`config.mk`:
```
export PLATFORM = sky130hd
export DESIGN_NAME = rtmp_url_validator_top
export DESIGN_NICKNAME = d
export VERILOG_FILES = /design/src/ruv_pkg.sv /design/src/rtmp_url_validator_top.sv /design/src/ruv_front.sv /design/src/ruv_queue.sv /design/src/ruv_back.sv
export VERILOG_INCLUDE_DIRS = /design/src /design/src/src
export SDC_FILE = /design/constraint.sdc
export NUM_CORES = 1
export LEC_CHECK = 0
export ABC_AREA = 1
export CAP_MARGIN = 20
export CORE_MARGIN = 4
export CORE_UTILIZATION = 45
export DETAILED_ROUTE_END_ITERATION = 10
export DONT_BUFFER_PORTS = 1
export HOLD_SLACK_MARGIN = 0.1
export PLACE_DENSITY_LB_ADDON = 0.3
export SETUP_SLACK_MARGIN = 0.4
export SLEW_MARGIN = 20
export SYNTH_ARGS = -nofsm -noshare
export SYNTH_HDL_FRONTEND = slang
export SYNTH_SLANG_ARGS = --single-unit
```
`constraint.sdc`:
```
create_clock -name i_clk -period 5.17 [get_ports i_clk]
set_input_delay 0 -clock i_clk [delete_from_list [all_inputs] [get_ports i_clk]]
set_output_delay 0 -clock i_clk [all_outputs]
set_load 0.03 [all_outputs]
```
`src/rtmp_url_validator_top_defines.svh`:
```
// assertion macros for the rtmp url validator
`ifndef RTMP_URL_VALIDATOR_TOP_DEFINES_SVH
`define RTMP_URL_VALIDATOR_TOP_DEFINES_SVH

// same-cycle implication, checked on every rising edge out of reset
`define RUV_CHECK_NOW(lbl, ante, cons, msg) \
    lbl: assert property (@(posedge i_clk) disable iff (!i_rst_n) (ante) |-> (cons)) \
        else $error(msg);

// next-cycle implication
`define RUV_CHECK_NEXT(lbl, ante, cons, msg) \
    lbl: assert property (@(posedge i_clk) disable iff (!i_rst_n) (ante) |=> (cons)) \
        else $error(msg);

`endif

```
`src/ruv_pkg.sv`:
```
// shared types, constants and helpers for the rtmp url validator
package ruv_pkg;

    localparam int unsigned MAX_LEN = 256;
    localparam int unsigned LEN_W   = $clog2(MAX_LEN + 1);
    localparam int unsigned POS_W   = $clog2(MAX_LEN);
    localparam int unsigned OFS_W   = 8;
    localparam int unsigned PORT_W  = 17;
    localparam int unsigned CFG_W   = 16;
    localparam int unsigned ERR_W   = 13;

    localparam logic [PORT_W-1:0] PORT_OVER = 17'h10000;
    localparam logic [PORT_W-1:0] PORT_MAX  = 17'h0FFFF;
    localparam logic [CFG_W-1:0]  DEFAULT_PORT_RST = 16'd1935;

    // characters
    localparam logic [7:0] CH_HASH  = 8'h23;
    localparam logic [7:0] CH_AT    = 8'h40;
    localparam logic [7:0] CH_QUERY = 8'h3F;
    localparam logic [7:0] CH_SLASH = 8'h2F;
    localparam logic [7:0] CH_COLON = 8'h3A;
    localparam logic [7:0] CH_LBRK  = 8'h5B;
    localparam logic [7:0] CH_RBRK  = 8'h5D;
    localparam logic [7:0] CH_ZERO  = 8'h30;
    localparam logic [7:0] CH_NINE  = 8'h39;
    localparam logic [7:0] CH_SPACE = 8'h20;

    // fixed offsets inside the url
    localparam logic [POS_W-1:0] SCHEME_LAST = POS_W'(6);
    localparam logic [POS_W-1:0] HOST_OFS    = POS_W'(7);
    localparam logic [POS_W-1:0] V6_HOST_OFS = POS_W'(8);

    // result status codes
    localparam logic [3:0] ST_OK         = 4'd0;
    localparam logic [3:0] ST_FRAGMENT   = 4'd1;
    localparam logic [3:0] ST_CTRL       = 4'd2;
    localparam logic [3:0] ST_SCHEME     = 4'd3;
    localparam logic [3:0] ST_LAYOUT     = 4'd4;
    localparam logic [3:0] ST_USERINFO   = 4'd5;
    localparam logic [3:0] ST_BRACKET    = 4'd6;
    localparam logic [3:0] ST_AUTHORITY  = 4'd7;
    localparam logic [3:0] ST_COLONS     = 4'd8;
    localparam logic [3:0] ST_EMPTY_HOST = 4'd9;
    localparam logic [3:0] ST_BAD_PORT   = 4'd10;
    localparam logic [3:0] ST_EMPTY_PORT = 4'd11;
    localparam logic [3:0] ST_NO_APP     = 4'd12;
    localparam logic [3:0] ST_TOO_LONG   = 4'd13;

    // error flag bits, one below their status code
    localparam int unsigned ERR_FRAGMENT   = 0;
    localparam int unsigned ERR_CTRL       = 1;
    localparam int unsigned ERR_SCHEME     = 2;
    localparam int unsigned ERR_LAYOUT     = 3;
    localparam int unsigned ERR_USERINFO   = 4;
    localparam int unsigned ERR_BRACKET    = 5;
    localparam int unsigned ERR_AUTHORITY  = 6;
    localparam int unsigned ERR_COLONS     = 7;
    localparam int unsigned ERR_EMPTY_HOST = 8;
    localparam int unsigned ERR_BAD_PORT   = 9;
    localparam int unsigned ERR_EMPTY_PORT = 10;
    localparam int unsigned ERR_NO_APP     = 11;
    localparam int unsigned ERR_TOO_LONG   = 12;

    // port flag bits
    localparam int unsigned PF_STARTED = 0;
    localparam int unsigned PF_TEXT    = 1;
    localparam int unsigned PF_BAD     = 2;
    localparam logic [2:0] PF_START_ONLY = 3'b001;

    typedef enum logic [1:0] {
        PH_SCHEME,
        PH_AUTH,
        PH_PATH,
        PH_DEAD
    } t_phase;

    typedef enum logic [1:0] {
        BRK_NONE,
        BRK_OPEN,
        BRK_CLOSED,
        BRK_AFTER
    } t_brk;

    // parse state of one url; also the summary handed to the back end
    typedef struct packed {
        logic [LEN_W-1:0]  len;
        t_phase            phase;
        logic [ERR_W-1:0]  err;
        logic [POS_W-1:0]  auth_end;
        t_brk              brk;
        logic [POS_W-1:0]  close_pos;
        logic [1:0]        colon_cnt;
        logic [POS_W-1:0]  last_colon;
        logic [PORT_W-1:0] port_val;
        logic [2:0]        pflags;
        logic [POS_W-1:0]  query_pos;
        logic [POS_W-1:0]  slash_pos;
    } t_parse;

    localparam t_parse PARSE_CLEAR = t_parse'('0);

    typedef struct packed {
        logic [3:0]       status;
        logic [OFS_W-1:0] host_start;
        logic [OFS_W-1:0] host_len;
        logic [CFG_W-1:0] port_number;
        logic [OFS_W-1:0] app_start;
        logic [OFS_W-1:0] app_len;
        logic [OFS_W-1:0] stream_start;
        logic [OFS_W-1:0] stream_len;
        logic [OFS_W-1:0] tcurl_len;
    } t_result;

    // queue status toward the front and back
    typedef struct packed {
        logic full;
        logic empty;
    } t_q_stat;

    function automatic logic [7:0] scheme_char(input logic [2:0] idx);
        logic [7:0] c;
        case (idx)
            3'd0:    c = 8'h72;
            3'd1:    c = 8'h74;
            3'd2:    c = 8'h6D;
            3'd3:    c = 8'h70;
            3'd4:    c = CH_COLON;
            3'd5:    c = CH_SLASH;
            3'd6:    c = CH_SLASH;
            default: c = 8'h00;
        endcase
        return c;
    endfunction

endpackage

```
`src/rtmp_url_validator_top.sv`:
```
// top level of the rtmp url validator
// input channel: one url byte per item (i_url_byte, i_last_byte) on i_valid,
// held off by o_stall. a url is any run of items up to one with i_last_byte set.
// output channel: one result item per url on o_valid, held by i_stall; the
// payload stays put while stalled.
// config: i_cfg_we writes i_cfg_wdata into the default port (reset 1935),
// used when the url has no port; write only while the block is idle.
// throughput: one byte per cycle while o_stall is low; the scanner state changes on
// every accepted byte. the last byte's summary is written into the queue, then
// loaded into the result register once the output stage can take it.
// a two-entry summary queue sits between scanner and result stage, so bytes
// keep flowing while a result waits; o_stall rises only when the queue is
// full, i.e. after two finished urls are backed up behind a stalled output.
// reset (synchronous, active low) clears the scan state, the queue and the
// output valid; no clearing pass is needed.
`include "rtmp_url_validator_top_defines.svh"

module rtmp_url_validator_top (
    input  logic        i_clk,
    input  logic        i_rst_n,
    input  logic        i_valid,
    output logic        o_stall,
    input  logic [7:0]  i_url_byte,
    input  logic        i_last_byte,
    output logic        o_valid,
    input  logic        i_stall,
    output logic [3:0]  o_status,
    output logic [7:0]  o_host_start,
    output logic [7:0]  o_host_len,
    output logic [15:0] o_port_number,
    output logic [7:0]  o_app_start,
    output logic [7:0]  o_app_len,
    output logic [7:0]  o_stream_start,
    output logic [7:0]  o_stream_len,
    output logic [7:0]  o_tcurl_len,
    input  logic        i_cfg_we,
    input  logic [15:0] i_cfg_wdata
);
    import ruv_pkg::*;

    logic [CFG_W-1:0] r_default_port;
    logic             in_accept;
    logic             q_push;
    logic             q_pop;
    t_parse           summary;
    t_parse           q_head;
    t_q_stat          q_stat;
    t_result          result;

    always_ff @(posedge i_clk) begin
        if (!i_rst_n) begin
            r_default_port <= DEFAULT_PORT_RST;
        end else if (i_cfg_we) begin
            r_default_port <= i_cfg_wdata;
        end
    end

    assign o_stall   = q_stat.full;
    assign in_accept = i_valid && !o_stall;

    ruv_front u_front (
        .i_clk       (i_clk),
        .i_rst_n     (i_rst_n),
        .i_accept    (in_accept),
        .i_url_byte  (i_url_byte),
        .i_last_byte (i_last_byte),
        .o_push      (q_push),
        .o_summary   (summary)
    );

    ruv_queue u_queue (
        .i_clk   (i_clk),
        .i_rst_n (i_rst_n),
        .i_push  (q_push),
        .i_data  (summary),
        .i_pop   (q_pop),
        .o_head  (q_head),
        .o_stat  (q_stat)
    );

    ruv_back u_back (
        .i_clk          (i_clk),
        .i_rst_n        (i_rst_n),
        .i_head         (q_head),
        .i_head_valid   (!q_stat.empty),
        .i_default_port (r_default_port),
        .i_stall        (i_stall),
        .o_pop          (q_pop),
        .o_valid        (o_valid),
        .o_result       (result)
    );

    assign o_status       = result.status;
    assign o_host_start   = result.host_start;
    assign o_host_len     = result.host_len;
    assign o_port_number  = result.port_number;
    assign o_app_start    = result.app_start;
    assign o_app_len      = result.app_len;
    assign o_stream_start = result.stream_start;
    assign o_stream_len   = result.stream_len;
    assign o_tcurl_len    = result.tcurl_len;

    `RUV_CHECK_NOW(a_q_no_overflow, q_push, !q_stat.full, "summary queue overflow")
    `RUV_CHECK_NOW(a_q_no_underflow, q_pop, !q_stat.empty, "pop from empty summary queue")
    `RUV_CHECK_NOW(a_err_fields_zero, o_valid && o_status != ST_OK, o_host_len == 8'd0 && o_port_number == 16'd0 && o_app_len == 8'd0 && o_stream_len == 8'd0 && o_tcurl_len == 8'd0, "error result with nonzero fields")
    `RUV_CHECK_NEXT(a_pop_loads_output, q_pop, o_valid, "popped summary did not reach the output")

endmodule

```
`src/ruv_front.sv`:
```
// front end: per-byte url scanner that builds the parse summary
module ruv_front (
    input  logic            i_clk,
    input  logic            i_rst_n,
    input  logic            i_accept,
    input  logic [7:0]      i_url_byte,
    input  logic            i_last_byte,
    output logic            o_push,
    output ruv_pkg::t_parse o_summary
);
    import ruv_pkg::*;

    t_parse r_st;
    t_parse n_st;
    t_parse upd;
    logic [POS_W-1:0] pos;
    logic in_range;

    function automatic t_parse port_byte(input t_parse st, input logic [7:0] b);
        t_parse r;
        logic [PORT_W+3:0] prod;
        r = st;
        prod = '0;
        r.pflags[PF_TEXT] = 1'b1;
        if (b >= CH_ZERO && b <= CH_NINE) begin
            if (st.port_val < PORT_OVER) begin
                prod = ({4'b0, st.port_val} << 3) + ({4'b0, st.port_val} << 1)
                     + (PORT_W+4)'(b - CH_ZERO);
                if (prod > (PORT_W+4)'(PORT_MAX)) begin
                    r.port_val = PORT_OVER;
                end else begin
                    r.port_val = prod[PORT_W-1:0];
                end
            end
        end else begin
            r.pflags[PF_BAD] = 1'b1;
        end
        return r;
    endfunction

    always_comb begin
        upd      = r_st;
        pos      = r_st.len[POS_W-1:0];
        in_range = (r_st.len < LEN_W'(MAX_LEN));
        if (in_range) begin
            if (i_url_byte == CH_HASH) upd.err[ERR_FRAGMENT] = 1'b1;
            if (i_url_byte <= CH_SPACE) upd.err[ERR_CTRL] = 1'b1;
            unique case (r_st.phase)
                PH_SCHEME: begin
                    if (i_url_byte != scheme_char(pos[2:0])) begin
                        upd.err[ERR_SCHEME] = 1'b1;
                        upd.phase = PH_DEAD;
                    end else if (pos == SCHEME_LAST) begin
                        upd.phase = PH_AUTH;
                    end
                end
                PH_AUTH: begin
                    if (i_url_byte == CH_SLASH) begin
                        upd.auth_end = pos;
                        upd.phase    = PH_PATH;
                        if (pos == HOST_OFS) upd.err[ERR_LAYOUT] = 1'b1;
                    end else begin
                        if (i_url_byte == CH_AT) upd.err[ERR_USERINFO] = 1'b1;
                        if (pos == HOST_OFS && i_url_byte == CH_LBRK) begin
                            upd.brk = BRK_OPEN;
                        end else if (r_st.brk == BRK_OPEN) begin
                            if (i_url_byte == CH_RBRK) begin
                                upd.close_pos = pos;
                                upd.brk       = BRK_CLOSED;
                            end
                        end else if (r_st.brk == BRK_CLOSED) begin
                            upd.brk = BRK_AFTER;
                            if (i_url_byte == CH_COLON) begin
                                upd.pflags = PF_START_ONLY;
                            end else begin
                                upd.err[ERR_AUTHORITY] = 1'b1;
                            end
                        end else if (r_st.brk == BRK_AFTER) begin
                            if (r_st.pflags[PF_STARTED]) upd = port_byte(upd, i_url_byte);
                        end else if (i_url_byte == CH_COLON) begin
                            if (r_st.colon_cnt < 2'd2) upd.colon_cnt = r_st.colon_cnt + 2'd1;
                            upd.last_colon = pos;
                            upd.port_val   = '0;
                            upd.pflags     = PF_START_ONLY;
                        end else if (r_st.pflags[PF_STARTED]) begin
                            upd = port_byte(upd, i_url_byte);
                        end
                    end
                end
                PH_PATH: begin
                    if (i_url_byte == CH_QUERY && r_st.query_pos == '0) upd.query_pos = pos;
                    if (i_url_byte == CH_SLASH && r_st.query_pos == '0
                        && r_st.slash_pos == '0) begin
                        upd.slash_pos = pos;
                    end
                end
                PH_DEAD: begin
                end
            endcase
            upd.len = r_st.len + LEN_W'(1);
        end else begin
            // bytes past the limit are dropped
            upd.err[ERR_TOO_LONG] = 1'b1;
        end

        n_st   = r_st;
        o_push = 1'b0;
        if (i_accept) begin
            if (i_last_byte) begin
                o_push = 1'b1;
                n_st   = PARSE_CLEAR;
            end else begin
                n_st = upd;
            end
        end
    end

    assign o_summary = upd;

    always_ff @(posedge i_clk) begin
        if (!i_rst_n) begin
            r_st <= PARSE_CLEAR;
        end else begin
            r_st <= n_st;
        end
    end

endmodule

```
`src/ruv_queue.sv`:
```
// two-entry queue of parse summaries between front and back
module ruv_queue (
    input  logic             i_clk,
    input  logic             i_rst_n,
    input  logic             i_push,
    input  ruv_pkg::t_parse  i_data,
    input  logic             i_pop,
    output ruv_pkg::t_parse  o_head,
    output ruv_pkg::t_q_stat o_stat
);
    import ruv_pkg::*;

    t_parse     r_mem [2];
    logic       r_wr_ptr;
    logic       r_rd_ptr;
    logic [1:0] r_count;
    logic [1:0] n_count;

    always_comb begin
        n_count = r_count;
        if (i_push && !i_pop) n_count = r_count + 2'd1;
        if (!i_push && i_pop) n_count = r_count - 2'd1;
    end

    always_ff @(posedge i_clk) begin
        if (!i_rst_n) begin
            r_wr_ptr <= 1'b0;
            r_rd_ptr <= 1'b0;
            r_count  <= 2'd0;
        end else begin
            if (i_push) r_wr_ptr <= !r_wr_ptr;
            if (i_pop) r_rd_ptr <= !r_rd_ptr;
            r_count <= n_count;
        end
    end

    always_ff @(posedge i_clk) begin
        if (i_push) r_mem[r_wr_ptr] <= i_data;
    end

    assign o_head       = r_mem[r_rd_ptr];
    assign o_stat.full  = (r_count == 2'd2);
    assign o_stat.empty = (r_count == 2'd0);

endmodule

```
`src/ruv_back.sv`:
```
// back end: final checks, status priority and result register
module ruv_back (
    input  logic                     i_clk,
    input  logic                     i_rst_n,
    input  ruv_pkg::t_parse          i_head,
    input  logic                     i_head_valid,
    input  logic [ruv_pkg::CFG_W-1:0] i_default_port,
    input  logic                     i_stall,
    output logic                     o_pop,
    output logic                     o_valid,
    output ruv_pkg::t_result         o_result
);
    import ruv_pkg::*;

    logic             r_valid;
    logic             n_valid;
    t_result          r_res;
    t_result          res;
    logic [ERR_W-1:0] f;
    logic [LEN_W-1:0] p1;
    logic [LEN_W-1:0] q;
    logic [LEN_W-1:0] s_ext;
    logic             load;

    always_comb begin
        f     = i_head.err;
        p1    = {1'b0, i_head.auth_end} + LEN_W'(1);
        s_ext = {1'b0, i_head.slash_pos};
        q     = (i_head.query_pos != '0) ? {1'b0, i_head.query_pos} : i_head.len;

        unique case (i_head.phase)
            PH_SCHEME: f[ERR_SCHEME] = 1'b1;
            PH_AUTH:   f[ERR_LAYOUT] = 1'b1;
            PH_PATH: begin
                if (p1 >= i_head.len) f[ERR_LAYOUT] = 1'b1;
                if (i_head.brk == BRK_OPEN || i_head.close_pos == V6_HOST_OFS) begin
                    f[ERR_BRACKET] = 1'b1;
                end
                if (i_head.brk == BRK_NONE) begin
                    if (i_head.colon_cnt >= 2'd2) begin
                        f[ERR_COLONS] = 1'b1;
                    end else if (i_head.colon_cnt == 2'd1 && i_head.last_colon == HOST_OFS) begin
                        f[ERR_EMPTY_HOST] = 1'b1;
                    end
                end
                if (i_head.pflags[PF_TEXT]) begin
                    if (i_head.pflags[PF_BAD] || i_head.port_val == '0
                        || i_head.port_val > PORT_MAX) begin
                        f[ERR_BAD_PORT] = 1'b1;
                    end
                end else if (i_head.pflags[PF_STARTED]) begin
                    f[ERR_EMPTY_PORT] = 1'b1;
                end
                if (s_ext == '0 || s_ext == p1 || (s_ext + LEN_W'(1)) >= q) begin
                    f[ERR_NO_APP] = 1'b1;
                end
            end
            PH_DEAD: begin
            end
        endcase

        res = '0;
        // lowest flag wins, too-long outranks all
        for (int k = ERR_NO_APP; k >= 0; k--) begin
            if (f[k]) res.status = 4'(k + 1);
        end
        if (f[ERR_TOO_LONG]) res.status = ST_TOO_LONG;

        if (res.status == ST_OK) begin
            if (i_head.brk != BRK_NONE) begin
                res.host_start = OFS_W'(V6_HOST_OFS);
                res.host_len   = OFS_W'(i_head.close_pos - V6_HOST_OFS);
            end else begin
                res.host_start = OFS_W'(HOST_OFS);
                if (i_head.colon_cnt == 2'd1) begin
                    res.host_len = OFS_W'(i_head.last_colon - HOST_OFS);
                end else begin
                    res.host_len = OFS_W'(i_head.auth_end - HOST_OFS);
                end
            end
            res.port_number  = i_head.pflags[PF_TEXT] ? i_head.port_val[CFG_W-1:0]
                                                      : i_default_port;
            res.app_start    = OFS_W'(p1);
            res.app_len      = OFS_W'(s_ext - p1);
            res.stream_start = OFS_W'(s_ext + LEN_W'(1));
            res.stream_len   = OFS_W'(i_head.len - s_ext - LEN_W'(1));
            res.tcurl_len    = OFS_W'(s_ext);
        end

        load    = !r_valid || !i_stall;
        o_pop   = load && i_head_valid;
        n_valid = load ? i_head_valid : r_valid;
    end

    always_ff @(posedge i_clk) begin
        if (!i_rst_n) begin
            r_valid <= 1'b0;
        end else begin
            r_valid <= n_valid;
        end
    end

    always_ff @(posedge i_clk) begin
        if (o_pop) r_res <= res;
    end

    assign o_valid  = r_valid;
    assign o_result = r_res;

endmodule
```
# == After elaboration in Yosys (flattened, before gate mapping) ==
# Memories as Yosys holds them, arrays and structs flattened. A register that Yosys moved wholly into a read port is not among the register bits.
# Cells that the tools add are included.
# classes
addsub,15
shift,0
n_mux,112
n_bitwise,0
n_lt_le_gt_ge,11
div,0
n_reduce_logical,38
n_eq_ne,29
n_mul,0
# op_table
cell,n
79-bit 2-to-1 mux,15
88-bit 2-to-1 mux,1
76-bit 2-to-1 mux,1
56-bit 2-to-1 mux,1
8-bit 2-to-1 mux,7
54-bit 2-to-1 mux,1
4-bit 2-to-1 mux,13
17-bit 2-to-1 mux,3
50-bit 2-to-1 mux,1
16-bit 2-to-1 mux,3
23-bit 2-to-1 mux,2
46-bit 2-to-1 mux,1
7-bit one-hot mux with 6 select lines,1
36-bit 2-to-1 mux,1
35-bit 2-to-1 mux,1
1-bit 2-to-1 mux,33
33-bit 2-to-1 mux,1
8-bit by 6-bit equality test with 1-bit output (second input constant),4
16-bit one-hot mux with 2 select lines,1
10-bit 2-to-1 mux,3
30-bit 2-to-1 mux,1
8-bit by 3-bit equality test with 1-bit output (second input constant),3
8-bit by 7-bit equality test with 1-bit output (second input constant),3
8-bit logical NOT,3
other kinds (47),101
# totals
input_bits,30
register_bits,185
word_cells,232
ramBits,176
mem_bits_ro,0
n_memories,1
output_inout_bits,78
latch_bits,0
# memory_table
memory,depth,width,read_ports,rd_clocked_by_memory_dff,write_ports,line_no,source
u_queue.r_mem,2,88,1,1,1,ruv_queue.sv:13,t_parse r_mem [2];

# == Longest topological paths before layout ==
# Gate-level depths: netlist (run 1).
# logic_depth
depth_word,30
depth_mapped,32

# == Hierarchy ==
# A second synthesis (run 1) with hierarchy kept.
# hier_totals
hier_cells,1988
hier_area_um2,18961.9
# modules_own_cells
module,cells_each,area_each_um2,instances,seq_area_each_um2
ruv_queue,309,6652.6,1,5385.2
ruv_front,967,6422.4,1,1641.6
ruv_back,623,5206.2,1,2122.0
rtmp_url_validator_top,89,680.7,1,320.3

# == Worst setup path after synthesis (run 1) ==
# No wires, ideal clock.
# synth_timing
kind,register -> register
from,register u_queue.r_count[0]
to,memory u_queue.r_mem[0][0] (netlist name) (enable)
period_less_slack_ns,4.838
stages_incl_launch_ff,5
n_path_buf,0
t_arrival_ns,4.314
setup_ns,0.523
required_time_ns,4.647
slack_ns,0.332
path_cell_list,dfxtp_1 > o21ai_0 > clkinv_1 > nand2_1 > nor2_1
# synth_via
elab_chain_cells,6
# synth_rtl
item,line_no,source
"start, declared",ruv_queue.sv:16,logic [1:0] r_count;
"start signal, assigned",ruv_queue.sv:33,r_count <= n_count;
2-bit equality test,ruv_queue.sv:42,assign o_stat.full = (r_count == 2'd2);
1-bit logical NOT,rtmp_url_validator_top.sv:59,assign in_accept = i_valid && !o_stall;
1-bit logical AND,rtmp_url_validator_top.sv:59,
1-bit 2-to-1 mux,ruv_front.sv:108,if (i_accept) begin
1-bit 2-to-1 mux,ruv_queue.sv:38,if (i_push) r_mem[r_wr_ptr] <= i_data;
1-bit 2-to-1 mux (not written as such),ruv_queue.sv:38,
"end, declared",ruv_queue.sv:13,
# Every way passes these cells.

==> metrics.md, run 1 <==
| Metric | Value |
|---|---|
| Final Max Tran Viols | 0 |
| Drt total wl | 44.6 mm |
| Final Util | 0.509 |
| Clock Latency Late Sink | 0.52 ns |
| Clock buffer depth | 3 |
| Crit path DAT | 4.80 ns |
| ANT nets after route | 0 |
| CTS H-Tree Depth | 2 |
| Die Y | 210 microns |
| Iteration count of the initial detailed-routing pass | 7 |
| Crit path launch type | flip-flop |
| Sink Count | 338 |
| Initial Utilization | 0.458 |
| DR DRC count | 0 |
| # placed instances | 2,593 |
| Final period utilization | 0.856 |
| Syn avg cell area | 8.64 sq um |
| Layout cell share with drive strength beyond 1 | 0.0758 |
| Sequential area share after synthesis | 0.498 |
| Share of the synthesized area in the top cell type | 0.384 |
| Largest net degree at the start of global routing | 75 |
| Design area | 20,300 sq um |
| Vias/cell | 5.15 |
| CTS tree | built |
| Inserted Clock Buffers | 35 |
| DP HPWL | 31.8 mm |
| Vias in the first global route | 13,000 |
| Peak VDD IR | 0.207 mV |
| Gate Count Post-Synth | 2,118 |
| Critical path's most frequent cell | nand2_1 |
| Most common library cells after synthesis | nand2_1, inv_1, edfxtp_1, nor2_1, a21oi_1 |
| WL/cell | 16.6 microns |
| Area of the die | 43,900 sq um |
| Setup tns final | 0 ns |
| Top cells by area, synth | edfxtp_1, nand2_1, dfxtp_1 |
| Worst-Margin Slew | 1.11 ns |
| Crit path max fanout | 33 |
| HP Class | primary input to flip-flop |
| Synth-to-Final Area Change | 11.0% |
| Ys async rst share | 0 |
| Clk slew on worst S/H paths | 0.06 ns |
| Initial antenna violation count | 2 |
| Critical Path End Type | flip-flop |
| Max cap viols | 0 |
| Initial drt markers | 1,122 |
| Cell Area, Synth | 18,300 sq um |
| EDFF count, synth | 234 |
| Synth Flop Type | edfxtp_1 |
| Setup Crit Path Kind | flip-flop to flip-flop |
| Global-route wire length before repair | 70.8 mm |
| CTS root buf | clkbuf_16 |
| Slew headroom | 0.257 |
| PwrDens | 475 nW/um^2 |
| FP Rows | 73 |
| Core area | 39,900 sq um |
| Global route overflow | 0 |
| Largest stage delay, worst path | 0.51 ns |
| RSZ-0062 raised after global routing | no |
| Status | finished, final reports clean |
| IO Port Bufs | 0 |
| Synth Warn # | 0 |
| Final Non-Filler Cells | 2,691 |
| Total track usage | 0.197 |
| # nets final | 2,259 |
| DIE WIDTH | 210 microns |
| Clock Skews | 0.0137 ns |
| Min Hold Slack | 0.138 ns |
| Post-synth top area cell | edfxtp_1 |
| Worst-path cell chain | buf_4 > o21ai_1 > buf_4 > nor3_1 > nand3_1 > nor3_1 > xor2_1 > inv_1 > ha_1 > nand2_1 > nor2_1 > nand2_1 > o211ai_1 > nor3_2 > nand3_1 > nand2_1 > nand2_1 > nand2_1 > nand2_1 > nor2_1 > nand2_4 > clkbuf_16 > nor2_4 |
| Post-CTS Setup Inserts | 0 |
| Top-count cell post-synth | nand2_1 |
| # IOs | 108 |
| Final setup violation count | 0 |
| Worst Path Required | 5.54 ns |
| Final Hold Violating Endpoints | 0 |
| RePlAce Congestion | 0.906 |
| F_max | 0.226 GHz |
| Final worst path period need | 4.43 ns |
| #FFs+latches synth | 338 |
| Cell variety after synth | 50 |
| Via count | 13,900 |
| Leak | 8.29 nW |
| Critical Path Slowest Stage Cell | dfxtp_4 |
| Area after DPL | 18,700 sq um |
[per-layer routing]
layer | track usage | wire, microns | vias up | part of all wire
li1 | - | - | 6973 | -
met1 | 0.299 | 21400 | 6454 | 0.48
met2 | 0.297 | 19700 | 364 | 0.44
met3 | 0.0311 | 2730 | 59 | 0.061
met4 | 0.0470 | 782 | 2 | 0.018
met5 | 0 | 13 | - | 0.00029
[critical path: cells and delay by family, from the launching register on]
family                     cells  cell delay, ns
AOI/OAI and AO/OA              2            0.23
and+or+nand+nor               15            2.06
xor gates and xnor gates       1            0.27
adders and majority gates      1            0.32
DFF                            1            0.51
buffers and inverters          4            0.85
[cell families after synthesis]
| group | count (synthesis) | synth area share |
|---|---|---|
| AO/OA/AOI/OAI | 309 | 0.0901 |
| XOR/XNOR | 38 | 0.0182 |
| adder cells (fa/ha/maj) | 90 | 0.0690 |
| buffers and inverters | 317 | 0.0737 |
| flip-flops | 338 | 0.498 |
| multiplexers | 17 | 0.00930 |
| other | 1 | 0.000205 |
| AND/OR/NAND/NOR | 1008 | 0.242 |
[report_power, final]
part / leakage [nW] / internal (mW) / switching [mW]
Sequential: 3.08 / 3.40 / 0.681
Combinational: 4.63 / 0.904 / 2.11
Clock: 0.575 / 1.52 / 1.03
Total: 8.29 / 5.82 / 3.82
[state kept, by name (all words and copies together), names as in the netlist, named ones only]
name	count
u_queue.r_count	2
u_queue.r_wr_ptr	1
u_front.pos	8
u_queue.r_mem	164
u_back.o_result	70
u_front.r_st	74
u_back.o_valid	1
u_queue.r_rd_ptr	1
r_default_port	16
[final timing paths]
kind                     from                  end  slack [ns]  depth (start not counted)
min reg2reg  u_front.r_st[76]     u_front.r_st[76]        0.45                          2
max reg2reg         flip-flop  u_back.o_result[52]        0.74                         23
max                 flip-flop  u_back.o_result[52]        0.74                         23
min             i_url_byte[6]      u_front.r_st[1]        0.14                          9
[cell type report]
cell class / instances / area [sq um]
Tap cell: 525 / 657
Multi-Input combinational cell: 1466 / 7900
Clock inverter: 13 / 133
Fill cell: 3575 / 19600
Clock buffer: 50 / 1050
Sequential cell: 338 / 9110
Timing Repair Buffer: 55 / 533
Inverter: 243 / 916
Antenna cell: 1 / 2.50
[stage by stage]
stage / power [mW] / worst slack, ns
after floorplan: 6.36 / 0.332
after global placement: 7.05 / 0.656
after detailed placement: 7.10 / 0.564
after CTS: 9.70 / 0.532
after global routing: 10.2 / 0.450
final: 9.65 / 0.743
[cell usage in the layout (no fill, tap or decap), drive strengths merged, types with 5 or more instances in the layout]
cell type / count
inv: 242
nand4: 27
dlygate4sd3: 33
a21oi: 131
edfxtp: 234
nor2: 215
o21a: 7
mux2i: 17
clkbuf: 51
fa: 18
or2: 23
nand3: 78
o21bai: 10
nor4: 5
ha: 72
dfxtp: 104
nand2: 625
clkinv: 9
buf: 21
nor3: 29
o21ai: 140
xnor2: 13
xor2: 25
[what timing repair did]
| action | in CTS | in global routing |
|---|---|---|
| hold buffers | 33 | 0 |
| resized for setup | 0 | 4 |
| endpoints found under the setup margin | 0 | 66 |
| hold endpoints to repair | 91 | 0 |
No activity file was read; power rests on OpenSTA's default activity.
==> run 2: changes to the inputs <==
--- a/config.mk
+++ b/config.mk
@@ -8,8 +8,10 @@
 export LEC_CHECK = 0
 export ABC_AREA = 1
 export CAP_MARGIN = 20
+export CELL_PAD_IN_SITES_DETAIL_PLACEMENT = 1
+export CELL_PAD_IN_SITES_GLOBAL_PLACEMENT = 2
 export CORE_MARGIN = 4
-export CORE_UTILIZATION = 45
+export CORE_UTILIZATION = 36
 export DETAILED_ROUTE_END_ITERATION = 10
 export DONT_BUFFER_PORTS = 1
 export HOLD_SLACK_MARGIN = 0.1
==> metrics.md, run 2 (synthesized netlist as in run 1, its figures left out) <==
| Metric | Value |
|---|---|
| Status | finished, final reports clean |
| Leak | 8.38 nW (+1.1%) |
| Crit path max fanout | 35 (+6.1%) |
| Setup Crit Path Kind | flip-flop to flip-flop |
| Min Hold Slack | 0.124 ns (-0.0138 ns) |
| Global route overflow | 0 (unchanged) |
| Comb pwr share | 0.318 (+0.006) |
| Vias in the first global route | 14,900 (+14%) |
| PwrDens | 478 nW/um^2 (+0.51%) |
| Clk slew on worst S/H paths | 0.06 ns (about the same) |
| Clock Power Share | 0.270 (+0.005) |
| Reg-to-Reg End | u_back.o_result[19] |
| CTS root buf | clkbuf_16 |
| Core area | 50,200 sq um (+26%) |
| IO Port Bufs | 0 (unchanged) |
| Vias/cell | 4.99 (-3.1%) |
| Initial Utilization | 0.365 (-0.0937) |
| Critical path's most frequent cell | nand2_1 |
| Critical Path Stages | 24 (+4.3%) |
| Area after DPL | 19,000 sq um (+1.2%) |
| HP Class | primary input to flip-flop |
| Reg2reg setup slack | 0.78 ns (+0.04 ns) |
| DIE WIDTH | 233 microns (+11%) |
| Final Hold Violating Endpoints | 0 (unchanged) |
| FP Rows | 82 (+12%) |
| Design area | 20,700 sq um (+2.1%) |
| Iteration count of the initial detailed-routing pass | 5 (-2) |
| Final setup violation count | 0 (unchanged) |
| Crit path DAT | 4.78 ns (-0.02 ns) |
| Sink Count | 338 (unchanged) |
| Worst-path cell chain | inv_4 > or2_2 > o21ai_1 > buf_4 > nor3_1 > nand3_1 > nor3_1 > xor2_1 > inv_1 > ha_1 > nand2_1 > nor2_1 > nand2_1 > nor2_1 > nor3_1 > nand3_1 > nand2_1 > nand2_1 > nand2_1 > nand2_1 > nor2_1 > nand2_4 > buf_16 > nor2_1 |
| Sw Ratio | 0.404 (+0.00770) |
| Final worst path period need | 4.39 ns (-0.0392 ns) |
| Setup tns final | 0 ns (unchanged) |
| Crit path launch type | flip-flop |
| Area of the die | 54,500 sq um (+24%) |
| WL/cell | 18.6 microns (+12%) |
| ANT nets after route | 0 (unchanged) |
| Post-CTS Setup Inserts | 0 (unchanged) |
| DR DRC count | 0 (unchanged) |
| Layout cell share with drive strength beyond 1 | 0.0744 (-0.00139) |
| Drt total wl | 53.2 mm (+19%) |
| P_int | 5.90 mW (+1.3%) |
| Crit-path leading delay family | simple AND/OR/NAND/NOR gates |
| Critical path buffers and inverters | 4 (unchanged) |
| Global-route wire length before repair | 83.9 mm (+19%) |
| Ant diodes | 0 (-1) |
| Total track usage | 0.194 (-0.00257) |
| F_max | 0.228 GHz (+0.89%) |
| Sequential fraction of design power | 0.412 (-0.011) |
| Max reg flops | 164 (unchanged) |
| # nets final | 2,282 (+1.0%) |
| Slew headroom | 0.339 (+0.0816) |
| RePlAce Congestion | 0.864 (-4.7%) |
| Clock Latency Late Sink | 0.54 ns (+0.02 ns) |
| Peak VDD IR | 0.221 mV (+6.9%) |
| Most frequent cells in the layout | nand2_1, inv_1, edfxtp_1 |
| Largest stage delay, worst path | 0.41 ns (-0.10 ns) |
| Initial drt markers | 802 (-29%) |
| Die Y | 233 microns (+11%) |
| Initial antenna violation count | 4 (+2) |
| # IOs | 108 (unchanged) |
| Clock Skews | 0.0191 ns (+0.00541 ns) |
| Commonest non-fill, non-tap cell in the layout | nand2_1 |
| Final period utilization | 0.849 (-0.00758) |
| P_sw | 4.00 mW (+4.6%) |
| Via count | 14,300 (+3.2%) |
| Inserted Clock Buffers | 38 (+8.6%) |
| Final Max Tran Viols | 0 (unchanged) |
| Critical Path Slowest Stage Cell | dfxtp_4 |
| Largest net degree at the start of global routing | 75 (unchanged) |
| Worst Path Required | 5.56 ns (+0.02 ns) |
| Worst-Margin Slew | 0.981 ns (-0.129 ns) |
| Max cap viols | 0 (unchanged) |
| Clock buffer depth | 3 (unchanged) |
| FF-to-FF path depth | 24 (+4.3%) |
| Worst setup path end | u_back.o_result[19] |
| Top reg by flops | u_queue.r_mem |
| Synth-to-Final Area Change | 13.3% |
| RSZ-0062 raised after global routing | no |
| CTS tree | built |
| DP HPWL | 38.6 mm (+21%) |
| Critical Path End Type | flip-flop |
| CTS H-Tree Depth | 2 (unchanged) |
[run 2: worst min-delay path by stage]
stage                   start           endpoint  cells past startpoint
2_1_floorplan  i_cfg_wdata[0]  r_default_port[0]                      2
3_3_place_gp          i_rst_n  r_default_port[3]                      1
3_5_place_dp          i_rst_n  r_default_port[9]                      1
4_1_cts              i_cfg_we  r_default_port[3]                      3
5_1_grt              i_cfg_we  r_default_port[3]                      3
6_report        i_url_byte[5]   u_front.r_st[65]                      5
[run 2: power groups by stage]
| stage | clock, mW | combinational [mW] | sequential [mW] |
|---|---|---|---|
| 6_report | 2.68 | 3.15 | 4.08 |
| 5_1_grt | 2.85 | 3.52 | 4.12 |
| 2_1_floorplan | 0 | 2.30 | 4.06 |
| 4_1_cts | 2.74 | 3.17 | 4.09 |
| 3_5_place_dp | 0 | 3.12 | 4.15 |
| 3_3_place_gp | 0 | 3.06 | 4.14 |
[run 2: timing repair]
action,CTS,global route
setup endpoints to repair,0,54
hold buffers,50,0
endpoints found under the hold margin,103,0
gates resized for setup,0,3
[run 2: per-stage QoR]
stage	utilization	total power [mW]	setup slack [ns]	instances
after detailed placement	0.378	7.27	0.723	2744
final	0.413	9.90	0.782	2864
after global placement	0.378	7.20	0.823	2744
after global routing	0.413	10.5	0.410	2864
after floorplan	-	6.36	0.332	2121
after CTS	0.413	10.0	0.740	2864
[run 2: worst reg2reg max path, cell delays in order (launching register included)]
cell,delay [ns]
dfxtp_4,0.41
inv_4,0.18
or2_2,0.15
o21ai_1,0.12
buf_4,0.18
nor3_1,0.28
nand3_1,0.17
nor3_1,0.20
xor2_1,0.30
inv_1,0.09
ha_1,0.32
nand2_1,0.10
nor2_1,0.06
nand2_1,0.06
nor2_1,0.04
nor3_1,0.31
nand3_1,0.15
nand2_1,0.08
nand2_1,0.05
nand2_1,0.06
nand2_1,0.06
nor2_1,0.20
nand2_4,0.22
buf_16,0.29
nor2_1,0.16
[run 2: area by class of cell]
class,count,area (sq um)
clock buffer,57,1090
tap,672,841
fill,5846,29400
timing repair buffer,75,738
clock inverter,13,140
sequential,338,9110
inverter,243,915
multi-input combinational,1466,7890
[run 2: routing by layer]
metal	GRT usage	wire length [microns]	up-vias
li1	-	-	7011
met4	0.0394	901	2
met2	0.318	24800	194
met3	0.0260	1660	61
met1	0.278	25900	7021
met5	0	13	-
==> run 3: changes to the inputs <==
--- a/config.mk
+++ b/config.mk
@@ -6,12 +6,12 @@
 export SDC_FILE = /design/constraint.sdc
 export NUM_CORES = 1
 export LEC_CHECK = 0
-export ABC_AREA = 1
+export ABC_AREA = 0
 export CAP_MARGIN = 20
 export CELL_PAD_IN_SITES_DETAIL_PLACEMENT = 1
 export CELL_PAD_IN_SITES_GLOBAL_PLACEMENT = 2
 export CORE_MARGIN = 4
-export CORE_UTILIZATION = 36
+export CORE_UTILIZATION = 40
 export DETAILED_ROUTE_END_ITERATION = 10
 export DONT_BUFFER_PORTS = 1
 export HOLD_SLACK_MARGIN = 0.1
==> constraint.sdc (replaced) <==
create_clock -name i_clk -period 4 [get_ports i_clk]
set_input_delay 0 -clock i_clk [delete_from_list [all_inputs] [get_ports i_clk]]
set_output_delay 0 -clock i_clk [all_outputs]
set_load 0.03 [all_outputs]
==> metrics.md, run 3 <==
| Metric | Value |
|---|---|
| DP HPWL | 37.4 mm (-3.0%) |
| Hold Crit Start | i_url_byte[7] |
| Sink Count | 338 (unchanged) |
| Sequential area share after synthesis | 0.493 (-0.00503) |
| Inserted Clock Buffers | 39 (+2.6%) |
| Area after DPL | 19,400 sq um (+2.1%) |
| Leak | 8.17 nW (-2.5%) |
| Hold endpoint | u_front.r_st[64] |
| Final worst path period need | 3.72 ns (-0.669 ns) |
| Final Max Tran Viols | 0 (unchanged) |
| Worst Path Required | 4.38 ns (-1.18 ns) |
| Most common library cells after synthesis | edfxtp_1, nand2_1, dfxtp_1, inv_1, ha_1 |
| Initial Utilization | 0.406 (+0.0417) |
| Reg2reg setup slack | 0.28 ns (-0.50 ns) |
| HP Class | primary input to flip-flop |
| Largest net degree at the start of global routing | 92 (+23%) |
| FILL cells | 4,778 (-18%) |
| Final setup violation count | 0 (unchanged) |
| Min Hold Slack | 0.114 ns (-0.0101 ns) |
| Initial antenna violation count | 1 (-3) |
| DR DRC count | 0 (unchanged) |
| Critical path buffers and inverters | 5 (+1) |
| Final period utilization | 0.930 (+0.0809) |
| Core area | 45,500 sq um (-9.4%) |
| Top cells by area, synth | edfxtp_1, dfxtp_1, ha_1 |
| IO Port Bufs | 0 (unchanged) |
| Slew headroom | 0.340 (+0.000871) |
| FP Rows | 78 (-4.9%) |
| PwrDens | 545 nW/um^2 (+14%) |
| FF-to-FF path depth | 17 (-29%) |
| Synth-to-Final Area Change | 20.4% |
| Cell Area, Synth | 18,500 sq um (+1.0%) |
| Post-synth top area cell | edfxtp_1 |
| Ys async rst share | 0 (unchanged) |
| Largest stage delay, worst path | 0.38 ns (-0.03 ns) |
| Initial drt markers | 849 (+5.9%) |
| Ant diodes | 0 (unchanged) |
| Final Hold Violating Endpoints | 0 (unchanged) |
| # placed instances | 2,179 (-21%) |
| Syn avg cell area | 11.5 sq um (+33%) |
| # IOs | 108 (unchanged) |
| F_max | 0.269 GHz (+18%) |
| Area of the die | 49,700 sq um (-8.8%) |
| Global-route wire length before repair | 83.5 mm (-0.42%) |
| Worst-path cell chain | buf_12 > mux2i_4 > buf_6 > nor3_4 > nand3_2 > xnor2_1 > ha_1 > and3_4 > a221oi_2 > o21a_1 > o211ai_1 > a22oi_2 > a31oi_4 > buf_12 > buf_12 > buf_6 > nor3_4 |
| Crit path DAT | 4.10 ns (-0.68 ns) |
| Critical Path Slowest Stage Cell | dfxtp_4 |
| Clock Skews | 0.0156 ns (-0.00349 ns) |
| Final Non-Filler Cells | 2,345 (-18%) |
| Reg-to-Reg End | u_back.o_result[2] |
| Clock buffer depth | 3 (unchanged) |
| Cell variety after synth | 92 (+84%) |
| CTS root buf | clkbuf_16 |
| Design area | 22,200 sq um (+7.3%) |
| Critical path's most frequent cell | buf_12 |
| Layout cell share with drive strength beyond 1 | 0.201 (+0.127) |
| Via count | 13,300 (-7.0%) |
| Drt total wl | 54.8 mm (+3.0%) |
| Crit path max fanout | 7 (-80%) |
| EDFF count, synth | 234 (unchanged) |
| Clock Latency Late Sink | 0.54 ns (about the same) |
| Setup Crit Path Kind | flip-flop to flip-flop |
| Clk slew on worst S/H paths | 0.06 ns (about the same) |
| Total power | 12.1 mW (+22%) |
| # nets final | 1,835 (-20%) |
| Crit-path leading delay family | compound AO/OA/AOI/OAI gates |
| Share of the synthesized area in the top cell type | 0.380 (-0.00388) |
| Vias in the first global route | 13,600 (-8.4%) |
| Critical Path End Type | flip-flop |
| Global route overflow | 0 (unchanged) |
| RSZ-0062 raised after global routing | yes |
| Crit path launch type | flip-flop |
| DIE WIDTH | 223 microns (-4.5%) |
| Status | finished, final reports clean |
| CTS tree | built |
| Max cap viols | 0 (unchanged) |
| Die Y | 223 microns (-4.5%) |
| Total track usage | 0.214 (+0.0193) |
| #FFs+latches synth | 338 (unchanged) |
| Iteration count of the initial detailed-routing pass | 5 (unchanged) |
| CTS H-Tree Depth | 2 (unchanged) |
| Setup tns final | 0 ns (unchanged) |
| Hold Path Depth | 3 (-2) |
| Most frequent cells in the layout | edfxtp_1, nand2_1, dfxtp_1 |
| ANT nets after route | 0 (unchanged) |
| Synth Warn # | 0 (unchanged) |
| Top reg by flops | u_queue.r_mem |
| Vias/cell | 5.66 (+14%) |
| Peak VDD IR | 0.347 mV (+57%) |
| RePlAce Congestion | 0.815 (-5.6%) |
| WL/cell | 23.4 microns (+26%) |
| Worst-Margin Slew | 0.990 ns (+0.00906 ns) |
| Synth Flop Type | edfxtp_1 |
| Commonest non-fill, non-tap cell in the layout | edfxtp_1 |
| Max reg flops | 164 (unchanged) |
| Gate Count Post-Synth | 1,610 (-24%) |
| Top-count cell post-synth | edfxtp_1 |
## run 3: cell types whose count changed after synthesis, sizes merged, moves of 36 or more
cell | previous run | this run
nor2 | 215 | 65
nor2b | 0 | 49
nand2 | 625 | 118
nand3 | 78 | 31
a21oi | 131 | 56
nor3 | 29 | 65
o21ai | 140 | 62
mux2i | 17 | 68
inv | 239 | 73
## run 3: timing repair
action                                 in CTS  in global routing
setup buffers                              19                 15
setup endpoints to repair                  97                108
gates resized for setup                    67                 57
gates cloned                                3                  3
endpoints found under the hold margin     180                  0
hold buffers                               55                  0
pin swaps                                  23                 42
## run 3: routing by layer
layer  track usage  up-vias  share of wire
li1              -     6216              -
met1         0.304     6703           0.46
met2         0.343      282           0.46
met3        0.0321       82          0.049
met4        0.0593        0          0.029
met5             0        -              0
## run 3: worst max path at each step
stage,from,to,slack (ns),cells after the start
6_report,flip-flop,u_back.o_result[2],0.28,17
5_1_grt,flip-flop,u_back.o_result[2],0.14,18
4_1_cts,flip-flop,u_back.o_result[2],0.30,18
3_5_place_dp,i_url_byte[4],u_queue.r_mem[0][20],-0.01,13
3_3_place_gp,i_url_byte[4],u_queue.r_mem[0][21],0.02,13
2_1_floorplan,flip-flop,u_back.o_result[1],-0.29,26
## run 3: cell families after synthesis
kind of cell | share of synthesized area
buffers and inverters | 0.0449
multiplexers | 0.0593
flip-flops | 0.493
AND/OR/NAND/NOR | 0.155
XOR/XNOR | 0.0337
other | 0.000203
adder cells (fa/ha/maj) | 0.0683
AO/OA/AOI/OAI | 0.146
## run 3: layout make-up
class / count / area [sq um] / share of cell area
inverter: 73 / 274 / 0.0123
clock buffer: 54 / 1080 / 0.0488
tap: 600 / 751 / 0.0338
clock inverter: 17 / 200 / 0.00900
sequential: 338 / 9120 / 0.410
timing repair buffer: 159 / 1660 / 0.0744
multi-input combinational: 1104 / 9160 / 0.412
## run 3: metrics by stage
stage	setup slack (ns)	util
5_1_grt	0.143	0.489
3_3_place_gp	0.0244	0.426
4_1_cts	0.298	0.480
6_report	0.282	0.489
3_5_place_dp	-0.0110	0.426
2_1_floorplan	-0.287	-
## run 3: worst register-to-register path, delay by kind of cell (launching register included)
family                     cells  cell delay (ns)
AOI/OAI and AO/OA              5             0.95
xor gates and xnor gates       1             0.30
adders and majority gates      1             0.30
buffers and inverters          5             0.74
DFF                            1             0.38
muxes                          1             0.20
and+or+nand+nor                4             0.69
## run 3: where the power goes
part / total [mW] / leakage [nW] / switching [mW] / internal (mW)
Combinational: 3.26 / 4.50 / 1.94 / 1.32
Clock: 3.62 / 0.627 / 1.45 / 2.17
Sequential: 5.25 / 3.04 / 0.920 / 4.33
